### config.mk
export PLATFORM = sky130hd
export DESIGN_NAME = dsmef_cell
export DESIGN_NICKNAME = d
export VERILOG_FILES = /design/src/rtl/dsmef_pkg.sv /design/src/rtl/dsmef_cell.sv
export SDC_FILE = /design/constraint.sdc
export NUM_CORES = 1
export LEC_CHECK = 0
export BUFFER_PORTS_ARGS = -buffer_cell sky130_fd_sc_hd__buf_4
export CORE_UTILIZATION = 41
export CTS_CLUSTER_SIZE = 30
export DETAILED_ROUTE_END_ITERATION = 10
export PLACE_DENSITY = 0.78
export SYNTH_ARGS = -nofsm -noshare
export SYNTH_HDL_FRONTEND = slang
export SYNTH_SLANG_ARGS = --single-unit
### constraint.sdc
create_clock -name clk -period 2.2 [get_ports clk]
set_input_delay 0.22 -clock clk [delete_from_list [all_inputs] [get_ports clk]]
set_output_delay 0.22 -clock clk [all_outputs]
set_load 0.01 [all_outputs]
### src/rtl/dsmef_pkg.sv
// ----------------------------------------------------------------------------
// Depth stack fusion package
// Shared constants, types and the Gaussian lookup table.
// ----------------------------------------------------------------------------
package dsmef_pkg;

    localparam int MAX_STACK         = 16;
    localparam int GAUSS_TABLE_DEPTH = 256;
    localparam int GT_L  = $clog2(GAUSS_TABLE_DEPTH);
    localparam int CNT_W = $clog2(MAX_STACK + 1);
    localparam int EV_W  = 16 + $clog2(MAX_STACK);
    localparam int SZ_W  = 48 + $clog2(MAX_STACK);
    localparam int DV_W  = SZ_W;

    localparam logic [1:0] CFG_INV_SIGMA_WEIGHT = 2'd0;
    localparam logic [1:0] CFG_INV_SIGMA_DEPTH  = 2'd1;
    localparam logic [1:0] CFG_MAX_DIFFERENCE   = 2'd2;

    typedef logic [15:0] gauss_tab_t [GAUSS_TABLE_DEPTH];

    typedef struct packed {
        logic valid;
        logic first;
        logic last;
        logic fin;
    } pair_tag_t;

    typedef struct packed {
        logic ins;
        logic rot;
    } cell_ctl_t;

    function automatic gauss_tab_t gauss_build();
        gauss_tab_t  tab;
        logic [63:0] x30;
        logic [63:0] y;
        logic [63:0] term;
        logic [63:0] v;
        longint      sum;
        int          k;
        int          i;
        for (k = 0; k < GAUSS_TABLE_DEPTH; k++)
        begin
            x30  = (64'(k) << 34) / GAUSS_TABLE_DEPTH;
            y    = x30 >> 4;
            term = 64'd1 << 30;
            sum  = longint'(term);
            for (i = 1; i <= 12; i++)
            begin
                term = ((term * y) >> 30) / 64'(i);
                if (i % 2 == 1)
                begin
                    sum = sum - longint'(term);
                end
                else
                begin
                    sum = sum + longint'(term);
                end
            end
            if (sum < 0)
            begin
                sum = 0;
            end
            v = 64'(sum);
            for (i = 0; i < 4; i++)
            begin
                v = (v * v) >> 30;
            end
            tab[k] = 16'((v + 64'd16384) >> 15);
        end
        return tab;
    endfunction

    localparam gauss_tab_t GAUSS_TAB = gauss_build();

endpackage

### src/rtl/dsmef_cell.sv
// ----------------------------------------------------------------------------
// Stack cell
// Holds one candidate; shifts in on insertion and rotates during evaluation.
// ----------------------------------------------------------------------------
module dsmef_cell (
    input  logic                  clk,
    input  dsmef_pkg::cell_ctl_t  ctl,
    input  logic signed [31:0]    ins_depth,
    input  logic        [15:0]    ins_weight,
    input  logic signed [31:0]    rot_depth,
    input  logic        [15:0]    rot_weight,
    output logic signed [31:0]    depth,
    output logic        [15:0]    weight
);
    import dsmef_pkg::*;

    logic signed [31:0] depth_reg;
    logic        [15:0] weight_reg;

    always_ff @(posedge clk)
    begin
        if (ctl.ins)
        begin
            depth_reg  <= ins_depth;
            weight_reg <= ins_weight;
        end
        else if (ctl.rot)
        begin
            depth_reg  <= rot_depth;
            weight_reg <= rot_weight;
        end
    end

    assign depth  = depth_reg;
    assign weight = weight_reg;

endmodule

Yosys cells after proc, flatten, opt, wreduce, memory -nomap -nowiden:

Cells that the tools add are included.

* register bits after elaboration: 48
* input port bits: 99
* output and inout bits: 48
* word-level logic and storage cells: 7

* mux-type cells: 4
* reductions and logical operators: 1

Operators with widths (count)
* $mux W32: 2
* $mux W16: 2
* $reduce_bool A2 Y1: 1

Longest topological paths before layout:

* word-level depth: 2
* mapped depth: 3
* depth with buffers taken out: 1

Least setup slack after synthesis:

Ideal clock, no wire load.

* path kind: input to register
* from: input port ctl[1] (netlist name)
* to: register depth_reg[0] (netlist: depth[0]) (enable)
* library setup time: 408 ps
* arrival: 1614 ps
* setup slack: 178 ps
* stages: 3
* path buffers: 2
* cells stage by stage: buf_6 -> buf_6 -> or2_1

* word-level cells in the longest chain between the ends: 1

RTL lines
* start: declaration: line dsmef_cell.sv:7 `input dsmef_pkg::cell_ctl_t ctl,`
* $reduce_bool A2 Y1 (no source line)
* end signal: assignment: line dsmef_cell.sv:24 `depth_reg <= ins_depth;`
* end signal: assignment: line dsmef_cell.sv:29 `depth_reg <= rot_depth;`
* end: declaration: line dsmef_cell.sv:17 `logic signed [31:0] depth_reg;`

Every way passes these cells.
A chain may end at the register's enable or synchronous reset.

Worst setup path after layout:

* from: input port ctl[1] (netlist name)
* to: register weight_reg[10] (netlist: weight[10]), data pin

* word-level cells in the longest chain between the ends: 1

RTL lines
* $mux W16: line dsmef_cell.sv:22 `if (ctl.ins)`
* end signal: assignment: line dsmef_cell.sv:25 `weight_reg <= ins_weight;`
* end signal: assignment: line dsmef_cell.sv:30 `weight_reg <= rot_weight;`
* end: declaration: line dsmef_cell.sv:18 `logic [15:0] weight_reg;`

Every way passes these cells.

==> results.md <==
* Outcome: complete, no violations
* Clock transition at the registers of the reported paths at 90 ps
* Final std cell area, no fill at around 0.0033 sq mm
* Grt ovf at 0
* Sw Share at 22.52%
* Synth warn at 0
* Most frequent cells in the layout: buf_4 (150), edfxtp_1 (48), mux2_2 (39)
* Final net count at approximately 350
* Die Area at about 0.0053 sq mm
* Setup TNS at 0 ps
* P_leak at 1.477 nW
* Syn-to-layout area delta at 60.41%
* Area of the core at ~0.0048 sq mm
* Slew HR at between 70% and 80%
* Placed insts at around 310
* HPWL Detailed at about 4 mm
* Post-layout util at between 60% and 70%
* Least-Margin Pin Slew at 360.9 ps
* Commonest non-fill, non-tap cell in the layout: buf_4
* First-pass DRT Iterations at 4
* Final setup vio count at 0
* Cell count after synthesis at a little over 100
* Max FFs per register at 32
* Gr usage total at ~19%
* Hold buffer count at cts at 0
* Post-CTS Setup Inserts at 0
* Clock share of power at 23.6%
* Vias in the first global route at 1583
* Initial DRC count at 44
* Highest achievable clock rate at approximately 0.85 GHz
* Total Power at about 2.1 mW
* NetSw at 476.6 uW
* CP arrival at around 1200 ps
* CP required at between 2000 and 2500 ps
* H-tree levels at 2
* FF+latch count, synth at 48
* Post-Syn Area at 0.002067 sq mm
* WHS at roughly 220 ps
* Yosys top cell by area: edfxtp_1
* First-pass GRT wire length at 7.341 mm
* Num CTS Buffers at 5
* Worst setup SP type: input pin
* Min-delay worst type: in -> reg
* Ranking of synthesized cells by area: edfxtp_1 (70%), mux2_2 (21%), mux2_4 (6.5%)
* Antenna-violating nets left at 0
* Sequential cell fraction of total power at a little over half
* TritonCTS clock tree: done
* Clock root buffer master: clkbuf_8
* Yosys top cell area share at a little over two thirds
* Min-delay src: ins_depth[25]
* Yosys cell types at 6
* RSZ-0062 raised after global routing: no
* Vias at 1492
* Share of cells above drive strength 1 at between 80% and 90%
* Placer Congestion at about 0.77
* Total Wirelength at around 5.1 mm
* IO Pins at roughly 150
* Max-Cap Viols at 0
* IO buf count at about 150
* PwrDens at between 600 and 700 mW/mm^2
* Area after DPL at 0.003232 sq mm
* Row count at 25
* Combinational power share at approximately 22%
* WL per Instance at 15.83 um
* PnR worst setup slack at 1028 ps
* # DRC at 0
* Number of antenna violations at the first check in global routing at 0
* Synthesized area per cell at 20.26 sq um
* Crit Path Max Fanout at 28
* Via density at between 4 and 5
* Fillers at between 300 and 400
* DP Worst Slack at ~710 ps
* Initial Util at between 40% and 50%
* Final slew viol count at 0
* Critical Path Start: ctl[1]
* Critical path endpoint category: flop
* TritonCTS sink count at 48
* Die Y at around 73 um
* Worst Setup EP: weight[10]
* P_int at 1.639 mW
* Syn nets at ~200
* Largest net degree at the start of global routing at 29
* Resize count post-CTS at 0
* CTS Buffer Depth at 2
* Hold Fails Final Rpt at 0
* Final period utilization at 53.29%
* Seq/Total Area, Yosys at between 60% and 70%
* Crit Path Category: in -> reg
* # diodes at 0
* Post-Layout Cell Count at about 320
* Minimum clock period at 1172 ps
* Die width at 73 um
* Maximum VDD drop at between 0.0004 and 0.0005 V
[synth_stat cells]
cell type  number
or2_1           1
mux2_2         39
edfxtp_1       48
buf_6           2
mux2_4          9
buf_4           3
[layout make-up]
| type | instances | area [sq um] | area share, % |
|---|---|---|---|
| multi-input cells | 49 | 580.6 | 17.51 |
| repair buffers | 150 | 1126 | 33.96 |
| well taps | 67 | 83.83 | 2.528 |
| clock inverters | 2 | 11.26 | 0.3396 |
| flip-flops and latches | 48 | 1441 | 43.47 |
| clock buffers | 6 | 72.57 | 2.189 |
[power by group through the flow]
stage / Sequential (mW) / Clock, mW / Combinational [mW]
5_1_grt: 1.16 / 0.548 / 0.496
2_1_floorplan: 1.23 / 0 / 0.113
3_3_place_gp: 1.17 / 0 / 0.462
3_5_place_dp: 1.17 / 0 / 0.470
4_1_cts: 1.15 / 0.512 / 0.470
6_report: 1.15 / 0.499 / 0.465
[critical path, stage by stage]
cell and delay [ps]:
buf_4 320, buf_4 300, mux2_2 360
[routing by layer]
metal	GRT usage [%]	vias up	share of wire, %
li1	-	704	-
met4	7.625	0	2.2
met5	0	-	0
met2	33.64	84	54
met1	19.56	694	33
met3	9.392	10	10
[cell families after synthesis]
logic type / Yosys count / share of synthesized area (%)
flip-flops: 48 / 69.73
multiplexers: 48 / 27.78
AND/OR/NAND/NOR: 1 / 0.3029
buffers and inverters: 5 / 2.179
[worst min-delay path by stage]
stage,end,slack [ps],cells after the start
after floorplan,depth[20],440,1
after global placement,depth[25],520,2
after detailed placement,depth[23],520,2
after CTS,depth[23],210,2
after global routing,depth[25],210,2
final,depth[25],220,2
No activity file was read; power rests on OpenSTA's default activity.
