[src/rtl/dsmef_pkg.sv]
// ----------------------------------------------------------------------------
// Depth stack fusion package
// Shared constants, types and the Gaussian lookup table.
// ----------------------------------------------------------------------------
package dsmef_pkg;

    localparam int MAX_STACK         = 16;
    localparam int GAUSS_TABLE_DEPTH = 256;
    localparam int GT_L  = $clog2(GAUSS_TABLE_DEPTH);
    localparam int CNT_W = $clog2(MAX_STACK + 1);
    localparam int EV_W  = 16 + $clog2(MAX_STACK);
    localparam int SZ_W  = 48 + $clog2(MAX_STACK);
    localparam int DV_W  = SZ_W;

    localparam logic [1:0] CFG_INV_SIGMA_WEIGHT = 2'd0;
    localparam logic [1:0] CFG_INV_SIGMA_DEPTH  = 2'd1;
    localparam logic [1:0] CFG_MAX_DIFFERENCE   = 2'd2;

    typedef logic [15:0] gauss_tab_t [GAUSS_TABLE_DEPTH];

    typedef struct packed {
        logic valid;
        logic first;
        logic last;
        logic fin;
    } pair_tag_t;

    typedef struct packed {
        logic ins;
        logic rot;
    } cell_ctl_t;

    function automatic gauss_tab_t gauss_build();
        gauss_tab_t  tab;
        logic [63:0] x30;
        logic [63:0] y;
        logic [63:0] term;
        logic [63:0] v;
        longint      sum;
        int          k;
        int          i;
        for (k = 0; k < GAUSS_TABLE_DEPTH; k++)
        begin
            x30  = (64'(k) << 34) / GAUSS_TABLE_DEPTH;
            y    = x30 >> 4;
            term = 64'd1 << 30;
            sum  = longint'(term);
            for (i = 1; i <= 12; i++)
            begin
                term = ((term * y) >> 30) / 64'(i);
                if (i % 2 == 1)
                begin
                    sum = sum - longint'(term);
                end
                else
                begin
                    sum = sum + longint'(term);
                end
            end
            if (sum < 0)
            begin
                sum = 0;
            end
            v = 64'(sum);
            for (i = 0; i < 4; i++)
            begin
                v = (v * v) >> 30;
            end
            tab[k] = 16'((v + 64'd16384) >> 15);
        end
        return tab;
    endfunction

    localparam gauss_tab_t GAUSS_TAB = gauss_build();

endpackage

[src/rtl/dsmef_div.sv]
// ----------------------------------------------------------------------------
// Rounding divider
// Restoring division, one quotient bit per cycle, thirty-two quotient bits.
// ----------------------------------------------------------------------------
module dsmef_div (
    input  logic                        clk,
    input  logic                        rst_n,
    input  logic                        start,
    input  logic [dsmef_pkg::DV_W-1:0]  mag,
    input  logic [dsmef_pkg::EV_W-1:0]  divisor,
    output logic                        done,
    output logic [31:0]                 quot
);
    import dsmef_pkg::*;

    logic [5:0]      cnt_reg;
    logic            done_reg;
    logic [DV_W-1:0] rem_reg;
    logic [DV_W-1:0] dsr_reg;
    logic [31:0]     q_reg;
    logic            ge;

    assign ge = rem_reg >= dsr_reg;

    always_ff @(posedge clk or negedge rst_n)
    begin
        if (!rst_n)
        begin
            cnt_reg  <= '0;
            done_reg <= 1'b0;
        end
        else
        begin
            done_reg <= cnt_reg == 6'd1;
            if (start)
            begin
                cnt_reg <= 6'd32;
            end
            else if (cnt_reg != 6'd0)
            begin
                cnt_reg <= cnt_reg - 6'd1;
            end
        end
    end

    always_ff @(posedge clk)
    begin
        if (start)
        begin
            rem_reg <= mag + DV_W'(divisor >> 1);
            dsr_reg <= DV_W'(divisor) << 31;
            q_reg   <= '0;
        end
        else if (cnt_reg != 6'd0)
        begin
            if (ge)
            begin
                rem_reg <= rem_reg - dsr_reg;
            end
            q_reg   <= {q_reg[30:0], ge};
            dsr_reg <= dsr_reg >> 1;
        end
    end

    assign done = done_reg;
    assign quot = q_reg;

endmodule

[config.mk]
export PLATFORM = sky130hd
export DESIGN_NAME = dsmef_div
export DESIGN_NICKNAME = d
export VERILOG_FILES = /design/src/rtl/dsmef_pkg.sv /design/src/rtl/dsmef_div.sv
export SDC_FILE = /design/constraint.sdc
export NUM_CORES = 1
export LEC_CHECK = 0
export BUFFER_PORTS_ARGS = -buffer_cell sky130_fd_sc_hd__buf_2
export CAP_MARGIN = 20
export CORE_ASPECT_RATIO = 1.4
export CORE_MARGIN = 2
export CORE_UTILIZATION = 43
export DETAILED_ROUTE_END_ITERATION = 12
export SKIP_CTS_REPAIR_TIMING = 1
export SYNTH_ARGS = -nofsm -noshare
export SYNTH_HDL_FRONTEND = slang
export SYNTH_SLANG_ARGS = --single-unit
[constraint.sdc]
create_clock -name clk -period 6.4 [get_ports clk]
set_clock_uncertainty 0.2 [all_clocks]
set_input_delay 0.64 -clock clk [delete_from_list [all_inputs] [get_ports clk]]
set_output_delay 0.64 -clock clk [all_outputs]
set_load 0.03 [all_outputs]
Word-level counts from Yosys, hierarchy flattened
Cells that the tools add are included.
W data, S select, Z words.
{"block": "op_classes", "order_cmp": 1, "n_mux": 7, "addsub": 3, "eq_ne": 1, "reduce_logical": 4}
{"op": "$mux W52", "count": 3}
{"op": "$mux W51", "count": 2}
{"op": "$add A52 B19 Y52", "count": 1}
{"op": "$ge A52 B51 Y1", "count": 1}
{"op": "$sub A52 B51 Y52", "count": 1}
{"op": "$mux W6", "count": 2}
{"op": "$eq A6 B1 Y1 const B", "count": 1}
{"op": "$reduce_bool A6 Y1", "count": 1}
{"op": "$sub A6 B1 Y6 const B", "count": 1}
{"op": "$reduce_bool A2 Y1", "count": 2}
{"op": "$reduce_and A2 Y1", "count": 1}
{"block": "totals", "in_bits": 75, "register_bits": 142, "output_inout_bits": 33, "wordCells": 22}

Depth between registers and ports, before layout
{"block": "depth", "word_depth": 4, "ltp_mapped": 13}

Worst setup path after synthesis
OpenSTA, ideal clock, no wires.
{"block": "synth_path", "kind": "reg2reg", "start": "register rem_reg[18]", "end": "register rem_reg[0], enable pin", "required_ns": 5.724, "t_arrival_ns": 4.724, "setup_ns": 0.476, "slack_ns": 1.000, "path_stages_with_launch": 11, "path_cell_list": "edfxtp_1 > ha_1 > clkbuf_1 > nand2_1 > nor3_1 > nor4b_1 > a2111oi_1 > nor2_1 > a31o_1 > a21oi_1 > o211ai_1"}
{"block": "synth_via", "elab_chain_len": 3}
{"item": "start: declaration", "line": "dsmef_div.sv:18", "rtl": "logic [DV_W-1:0] rem_reg;"}
{"item": "start signal: assignment", "line": "dsmef_div.sv:50", "rtl": "rem_reg <= mag + DV_W'(divisor >> 1);"}
{"item": "start signal: assignment", "line": "dsmef_div.sv:58", "rtl": "rem_reg <= rem_reg - dsr_reg;"}
{"item": "$ge A52 B51 Y1", "line": "dsmef_div.sv:23", "rtl": "assign ge = rem_reg >= dsr_reg;"}
{"item": "$reduce_bool A2 Y1 (no line)"}
{"item": "$reduce_and A2 Y1 (no line)"}
Every way passes these cells.
A chain may end at the register's enable or synchronous reset.

Final worst setup path
{"block": "layout_path", "start": "register rem_reg[0]", "end": "register rem_reg[17], enable pin"}
Same word-level chain as after synthesis.

==> metrics.md <==
| Metric | Value |
|---|---|
| Critical R2R Launch | `rem_reg[0]` |
| Ys async rst share | `4.930%` |
| Die area | `25170 sq um` |
| Final TNS setup | `0 ns` |
| CP required | `6.32 ns` |
| Main flop type after synthesis | `edfxtp_1` |
| H-tree depth | `4` |
| DRT antenna net count | `0` |
| Post-synth EDFFs | `72` |
| Placed inst area | `11040 sq um` |
| Syn Nets | `1392` |
| Synth top cells by count | `nand2_1, a21oi_1, inv_1, edfxtp_1, ha_1` |
| Max-slew violations | `0` |
| Area grow syn2layout | `12.97%` |
| GRT Overall Usage | `24.07%` |
| Layout Cell Area excl Fill | `11610 sq um` |
| Top-count cell post-synth | `nand2_1` |
| Number of global-route vias before repair | `8966` |
| Final hold violations | `0` |
| Clk Latency, worst-skew pair | `0.44 ns` |
| Total Wirelength | `29.55 mm` |
| Worst Min Path Start | `quot[31]` |
| Worst Hold Slack | `0.2522 ns` |
| Period utilization | `61.92%` |
| Synth top area share | `21.04%` |
| R2R setup slack | `2.44 ns` |
| Clock transition at the registers of the reported paths | `0.06 ns` |
| Inserted Clock Buffers | `17` |
| Post-Place Setup Slack | `2.418 ns` |
| TritonCTS clock tree | `done` |
| CTS Buffer Depth | `2` |
| Drt wl/cell | `18.00 um` |
| Mean Syn Cell Area | `8.266 sq um` |
| # DRC | `0` |
| Syn Inst Count | `1243` |
| I/O Pins | `108` |
| Worst path arrival time | `3.88 ns` |
| Post-Syn Area | `10270 sq um` |
| Yosys cell types | `73` |
| Pwr dens | `460.0 nW/um^2` |
| Synth area leader | `edfxtp_1` |
| Largest net degree at the start of global routing | `74` |
| GR Overflow Total | `0` |
| Critical path origin | `rem_reg[0]` |
| Final min period | `3.963 ns` |
| Hold endpoint | `quot[31]` |
| Max FFs per register | `52` |
| Critical path class | `reg2reg` |
| DP Wirelength | `22.54 mm` |
| Worst setup margin | `2.437 ns` |
| Setup-failing EPs final | `0` |
| Unrepaired setup endpoints after global routing | `no` |
| CTS Root Cell | `clkbuf_16` |
| Nature of the critical path endpoint | `flip-flop` |
| Reg2reg path depth | `14` |
| Yosys reg bits | `142` |
| Relative slew margins | `41.57%` |
| Drt pass-1 iters | `5` |
| Outcome | `complete, no violations` |
| Vias | `9241` |
| GPL Wtd Cong | `0.9163` |
| Max Cap Viol | `0` |
| First-pass GRT wire length | `47.29 mm` |
| CTS sink count | `142` |
| Syn. warnings | `0` |
| Worst-margin pin slew | `0.8743 ns` |
| End of the worst register-to-register path | `rem_reg[17]` |
| Hold path cells | `2` |
| Fin nets | `1470` |
| HP Class | `reg2reg` |
| Fmax | `0.2523 GHz` |
| Cell leakage power | `4.656 nW` |
| Initial Utilization | `43.97%` |
| Worst vdd ir | `0.0002277 V` |
| Crit path max fanout | `39` |
| Layout cells sized above 1 | `12.14%` |
| Area contributors post-synth | `edfxtp_1, dfxtp_1, ha_1, nand2_1, a21oi_1` |
| DRT iter0 DRCs | `573` |
| Die W | `134.6 um` |
| Vias per inst | `5.631` |
| Sequential area share after synthesis | `35.02%` |
| Core Footprint | `23370 sq um` |
| Critical Path Start Type | `flip-flop` |
| PortBufs | `107` |
| Core Rows | `66` |
| Vert. Die Dim | `186.9 um` |
| Initial antenna violation count | `2` |
through the flow:
| stage | total power [mW] | util, % | std cells |
|---|---|---|---|
| after floorplan | 3.656 | - | 1243 |
| after global placement | 4.376 | 47.26 | 1607 |
| after detailed placement | 4.372 | 47.26 | 1607 |
| after CTS | 5.339 | 49.61 | 1639 |
| after global routing | 5.769 | 49.66 | 1640 |
| final | 5.340 | 49.67 | 1641 |
critical path: stages (launching register included):
cell	delay, ns
edfxtp_1	0.36
inv_1	0.06
ha_1	0.15
inv_1	0.05
fa_1	0.42
a211oi_1	0.28
o211ai_1	0.17
nand2_1	0.13
o21bai_1	0.16
a2111oi_1	0.52
nor2_1	0.20
a31o_1	0.22
a21oi_1	0.20
o211ai_1	0.14
buf_4	0.35
cells in the final DEF (no fill, tap or decap), drive strengths merged, types with 4 or more instances in the layout:
cell and n:
dfxtp 63, and3 20, a2111oi 6, ha 72, nor2b 9, o21bai 21, edfxtp 72, o31ai 27
clkinv 7, a211oi 10, and4 8, clkbuf 20, o21ai 60, a31oi 12, and2 9, o211ai 8
xor2 48, nor3 19, xnor2 36, a21oi 155, mux2i 11, dfrtp 7, nand2b 16, a21o 36
nand3 28, a221oi 4, or3 7, inv 77, nand4 18, o21a 11, nand2 213, nor2 59
buf 115
where the power goes:
group	total, mW	switching (mW)	internal, mW
Clock	0.946	0.419	0.527
Combinational	2.99	1.86	1.14
Sequential	1.40	0.102	1.30
kinds of logic (layout without fill, tap and decap cells):
kind of cell,after synthesis,count (layout),synth area share [%]
muxes,11,11,1.072
other,0,1,0
DFF,142,142,35.02
AOI/OAI and AO/OA,383,383,23.93
and+or+nand+nor,419,419,18.80
buffers and inverters,130,221,4.859
xor gates and xnor gates,84,84,7.160
adders and majority gates,74,74,9.157
worst max path at each step:
stage | to | cells after the start
final | rem_reg[17] | 14
after global routing | rem_reg[4] | 14
after CTS | rem_reg[2] | 14
after detailed placement | rem_reg[28] | 13
after global placement | rem_reg[28] | 13
after floorplan | rem_reg[0] | 10
layout make-up:
cell class | count | area (sq um)
fill | 2292 | 11760
multi-input combinational | 971 | 6187
sequential | 142 | 3598
timing repair buffer | 116 | 611.8
clock buffer | 20 | 466.7
tap | 306 | 382.9
inverter | 73 | 274.0
clock inverter | 12 | 83.83
antenna | 1 | 2.502
routing by layer:
metal / up-vias / part of all wire (%) / global-route usage (%)
met3: 73 / 4.3 / 3.659
met2: 245 / 50 / 41.78
met5: - / 0.037 / 0
met1: 4309 / 40 / 28.01
met4: 2 / 5.2 / 13.36
li1: 4612 / - / -
(Power assumes the default switching activity.)
